[src/lvc_pkg.sv]
// Shared constants, codes and command types of the cache hierarchy.
package lvc_pkg;
    localparam int L1_SETS     = 16;
    localparam int L2_SETS     = 16;
    localparam int L2_WAYS     = 8;
    localparam int VIC_ENTRIES = 4;
    localparam int IDX_W   = 4;
    localparam int TAG_W   = 26;
    localparam int VTAG_W  = 30;
    localparam int WORD_W  = 32;
    localparam int ADDR_W  = 32;
    localparam int CNT_W   = 32;
    localparam int N_CNT   = 6;
    localparam int VIC_W   = $clog2(VIC_ENTRIES);
    localparam int WAY_W   = $clog2(L2_WAYS);
    localparam int L2ENT_W = TAG_W + WORD_W;

    localparam logic OP_READ  = 1'b0;
    localparam logic OP_WRITE = 1'b1;

    typedef enum logic [1:0] {
        LVL_L1   = 2'd0,
        LVL_VIC  = 2'd1,
        LVL_L2   = 2'd2,
        LVL_MISS = 2'd3
    } t_level;

    typedef struct packed {
        logic capture;
        logic look;
        logic upd1;
        logic upd2;
        logic load_out;
    } t_cmd;

    typedef struct packed {
        logic need_upd2;
        logic out_free;
    } t_sts;
endpackage

[src/lvc_ctrl.sv]
// Sequencing state machine of the cache hierarchy.
module lvc_ctrl (
    input  logic          i_clk,
    input  logic          i_rst_n,
    input  logic          i_in_valid,
    output logic          o_in_ready,
    input  lvc_pkg::t_sts i_sts,
    output lvc_pkg::t_cmd o_cmd
);
    typedef enum logic [4:0] {
        S_IDLE = 5'b00001,
        S_LOOK = 5'b00010,
        S_UPD1 = 5'b00100,
        S_UPD2 = 5'b01000,
        S_DONE = 5'b10000
    } t_state;

    t_state r_state, n_state;

    always_ff @(posedge i_clk) begin
        if (!i_rst_n) begin
            r_state <= S_IDLE;
        end else begin
            r_state <= n_state;
        end
    end

    always_comb begin
        n_state = r_state;
        o_cmd   = '0;
        o_in_ready = 1'b0;
        case (r_state)
            S_IDLE: begin
                o_in_ready    = 1'b1;
                o_cmd.capture = i_in_valid;
                if (i_in_valid) n_state = S_LOOK;
            end
            S_LOOK: begin
                o_cmd.look = 1'b1;
                n_state    = S_UPD1;
            end
            S_UPD1: begin
                o_cmd.upd1 = 1'b1;
                n_state    = i_sts.need_upd2 ? S_UPD2 : S_DONE;
            end
            S_UPD2: begin
                o_cmd.upd2 = 1'b1;
                n_state    = S_DONE;
            end
            S_DONE: begin
                if (i_sts.out_free) begin
                    o_cmd.load_out = 1'b1;
                    n_state        = S_IDLE;
                end
            end
            default: n_state = S_IDLE;
        endcase
    end
endmodule

[config.mk]
export PLATFORM = sky130hd
export DESIGN_NAME = lvc_ctrl
export DESIGN_NICKNAME = d
export VERILOG_FILES = /design/src/lvc_pkg.sv /design/src/lvc_ctrl.sv
export SDC_FILE = /design/constraint.sdc
export NUM_CORES = 1
export LEC_CHECK = 0
export BUFFER_PORTS_ARGS = -buffer_cell sky130_fd_sc_hd__clkbuf_2
export CORE_AREA = 3 3 40 42
export CTS_CLUSTER_SIZE = 28
export DETAILED_ROUTE_END_ITERATION = 8
export DIE_AREA = 0 0 43 45
export HOLD_SLACK_MARGIN = 0.08
export PLACE_DENSITY = 0.44
export SYNTH_ARGS = -nofsm -noshare
export SYNTH_HDL_FRONTEND = slang
export SYNTH_SLANG_ARGS = --single-unit
[constraint.sdc]
create_clock -name i_clk -period 3.35 [get_ports i_clk]
set_input_delay 1.005 -clock i_clk [delete_from_list [all_inputs] [get_ports i_clk]]
set_output_delay 1.005 -clock i_clk [all_outputs]
set_load 0.02 [all_outputs]
After elaboration in Yosys (flattened, before gate mapping)
Cells that the tools add are included.
{ "word_totals": {"register_bits": 5, "inputBits": 5, "out_inout_bits": 6} }
{ "op_classes": {"eq_ne": 7, "n_mux": 11, "n_reduce_logical": 1} }
{ "ops": {"columns": ["op", "count"], "rows": [
  ["$pmux 5 s5", 1],
  ["$mux 5", 3],
  ["$mux 1", 7],
  ["$eq 5x1->1 const B", 1],
  ["$eq 5x2->1 const B", 1],
  ["$eq 5x3->1 const B", 1],
  ["$eq 5x4->1 const B", 1],
  ["$eq 5x5->1 const B", 1],
  ["$ne 2x2->1 const B", 2],
  ["$reduce_and 2->1", 1]
]} }

Depth between registers and ports, before layout
{ "depth": {"depth_word": 3, "ltp_mapped": 3} }

Worst setup path after synthesis
Ideal clock, no wire load.
{ "synth_path": {"path_kind": "input -> output", "start": "input port i_sts[0] in the netlist's numbering", "end": "output port o_cmd[0] in the netlist's numbering", "arrival_ns": 1.706, "required_ns": 2.345, "setup_slack_ns": 0.639, "cell_stages": 2, "path_cell_list": "inv_1 > nor4_1"} }
{ "synth_rtl": {"columns": ["element", "line_no", "source"], "rows": [
  ["start, declared", "lvc_ctrl.sv:7", "input lvc_pkg::t_sts i_sts,"],
  ["end, declared", "lvc_ctrl.sv:8", "output lvc_pkg::t_cmd o_cmd"]
]} }

==> summary.txt <==
Yosys
  • Netlist Area Pre-Place: about 300 um2
  • Post-synthesis sequential area ratio: 0.342
  • Mean Syn Cell Area: about 8.4 um2
  • Post-Synth Simple-Gate Area: 0.449
  • Yosys cell types: 21
  • Largest family of logic cells by synthesized area: simple AND/OR/NAND/NOR gates
  • Mapped Cells: 35
  • XOR/XNOR share of the synthesized area: 0.0299
  • Synth Net Count: 40
  • Multiplexer area fraction after synthesis: 0
  • Post-synthesis compound-gate area fraction: 0.141
  • Post-synthesis adder-cell area fraction: 0
  • Synth warn: 0
  • Number of synthesized register bits: 5
  • Synth area leader: dfxtp_1
  • Top cells by area, synth: dfxtp_1, and3_1, o21ai_0, and2_1, or2_2
  • Yosys top cell area share: 0.342

Worst setup path
  • Crit path required time: 2.34 ns
  • Worst setup SP type: input pin
  • CP Max Fanout: 3
  • Kind of critical path: in -> out
  • Worst setup EP type: primary output
  • Critical path arrival: about 1.6 ns

Floorplanning
  • Die H: approximately 45 um
  • Die ar.: 0.00194 mm2
  • Io pins: 11
  • Initial Util: 0.228
  • Rows: 13
  • Core footprint: between 0.001 and 0.0015 mm2
  • Die extent in x: between 40 and 50 um

Pwr
  • Comb power frac: 0.194
  • Clock share of power: 0.406
  • Power per cell area: approximately 430 mW/mm2
  • Internal: between 0.1 and 0.15 mW
  • Psw: around 0.043 mW
  • Worst vdd ir: between 0.2 and 0.25 mV
  • Net Sw Frac: 0.259
  • Seq pwr share: 0.400
  • LEAKAGE: 0.175 nW
  • Post-route total power: 0.166 mW

Clocking
  • Inserted Clock Buffers: 3
  • CTS Hold Buffers Added: 0
  • Post-cts gate resize count: 0
  • Worst-skew pair later-pin latency: about 0.24 ns
  • TritonCTS clock tree: done
  • Total setup buffers inserted after CTS: 0
  • Clk sinks: 5
  • Root buffer cell: clkbuf_4
  • Clock Pin Slew Worst Setup and Hold Paths: 0.04 ns
  • Deepest clock path buffer count: 2
  • H-tree Lvls: 1

Final layout
  • Biggest register: r_state
  • Largest register FFs: 5
  • Biggest registers after layout: r_state: 5 flops
  • Commonest cells after routing, fill and taps aside: clkbuf_2, dfxtp_1
  • Diode count: 0
  • Area Growth Syn to Fin: 32.5%
  • Commonest non-fill, non-tap cell in the layout: clkbuf_2
  • Share of layout cells above drive strength 1: 0.367
  • Final core utilization: 0.302
  • Post-route cell area: approximately 390 um2
  • Nets: 55

Place
  • GP Congestion: 0.639
  • Hpwl dp: between 500 and 600 um
  • IO Port Bufs: 10
  • Placed cell area: 362 um2

Outcome
  • Status: finished clean

Timing
  • Final setup fails: 0
  • Setup TNS: 0 ns
  • Post-layout min period: roughly 2.6 ns
  • RSZ-0062 raised after global routing: no
  • Fin crit share: 0.762
  • Worst setup skew after layout: around 0.0014 ns
  • Fmax: between 300 and 400 MHz
  • Hold Vio Cnt, Final: 0
  • Normalized max-slew margin: 0.741
  • Final max-slew violation count: 0
  • Worst slew pin tran: approximately 0.38 ns

Drt
  • DRC viols: 0
  • DRT antenna net count: 0
  • Wire length on met1: a little over 300 um
  • DR WL/cell: around 10 um
  • Iter 0 DRT Violations: 4
  • Drt total wl: between 600 and 700 um
  • Vias per cell: 4.63
  • DR top layer: met3
  • Total length of routed met2 wires: 335 um
  • Vias after detailed routing: between 200 and 300
  • Wire length on met3: 21 um
  • First drt pass iteration count: 3

GRT
  • Tot GR Track Use: 0.0758
  • Global-route wire length before repair: around 1.1 mm
  • Largest net degree at the start of global routing: 8
  • Initial antenna violation count: 0
  • Vias in the first global route: ~270
  • GR Overflow Total: 0

Run
  • Max Cap Violations: 0

Min path
  • HP Class: reg -> reg
## cells by family after synthesis
group                  after synthesis
XOR/XNOR                             1
AND/OR/NAND/NOR                     20
flip-flops                           5
buffers and inverters                3
AO/OA/AOI/OAI                        6
## per-stage QoR
| stage | setup slack [ns] | hold WS, ns | std cells |
|---|---|---|---|
| 4_1_cts | 0.777 | 0.589 | 64 |
| 6_report | 0.797 | 0.579 | 64 |
| 3_5_place_dp | 0.782 | 0.576 | 60 |
| 3_3_place_gp | 0.798 | 0.591 | 60 |
| 5_1_grt | 0.699 | 0.620 | 64 |
| 2_1_floorplan | 0.639 | 0.521 | 35 |
## area by class of cell
| type | count | area (um2) |
|---|---|---|
| clock buffer | 4 | 26.3 |
| fill | 156 | 897 |
| inverter | 3 | 11.3 |
| multi-input combinational | 27 | 181 |
| sequential | 5 | 100 |
| tap | 15 | 18.8 |
| timing repair buffer | 10 | 50.0 |
## metal layers
metal  GRT usage  up-vias
met4      0.0542        0
li1            -      156
met5           0        -
met2       0.126        4
met3      0.0239        0
met1      0.0821      136
## cell usage after synthesis
cell      n
nor4_1    1
nor2_1    2
or2b_2    1
o221ai_1  1
o31a_2    1
nand4_1   1
or3_4     1
or4_1     1
xnor2_1   1
inv_1     3
nor4b_1   1
nor3b_1   1
nor3_1    2
and2b_1   1
and2_1    2
or2_2     2
o21ai_0   3
a21boi_1  1
nand2b_1  1
and3_1    3
dfxtp_1   5
## worst max-delay path: stages
cell	delay, ns
clkbuf_2	0.09
inv_1	0.04
nor4_1	0.20
clkbuf_2	0.21
## power by group through the flow
stage	logic, mW	clock network, mW	registers, mW
2_1_floorplan	0.0227	0	0.0660
3_3_place_gp	0.0323	0	0.0673
3_5_place_dp	0.0324	0	0.0672
4_1_cts	0.0326	0.0716	0.0663
5_1_grt	0.0352	0.0748	0.0668
6_report	0.0321	0.0673	0.0663
## path summary, 6_finish.rpt
kind / from / to / slack (ns) / cells past startpoint
worst max-delay path: i_sts[0] / o_cmd[0] / 0.80 / 4
worst min-delay path: r_state[4]$_SDFFE_PN0P_ / r_state[0]$_SDFFE_PN1P_ / 0.58 / 2
worst max register to register: r_state[1]$_SDFFE_PN0P_ / r_state[3]$_SDFFE_PN0P_ / 1.93 / 3
worst min register to register: r_state[4]$_SDFFE_PN0P_ / r_state[0]$_SDFFE_PN1P_ / 0.58 / 2
Note: power is estimated with default switching activity, not from simulation.
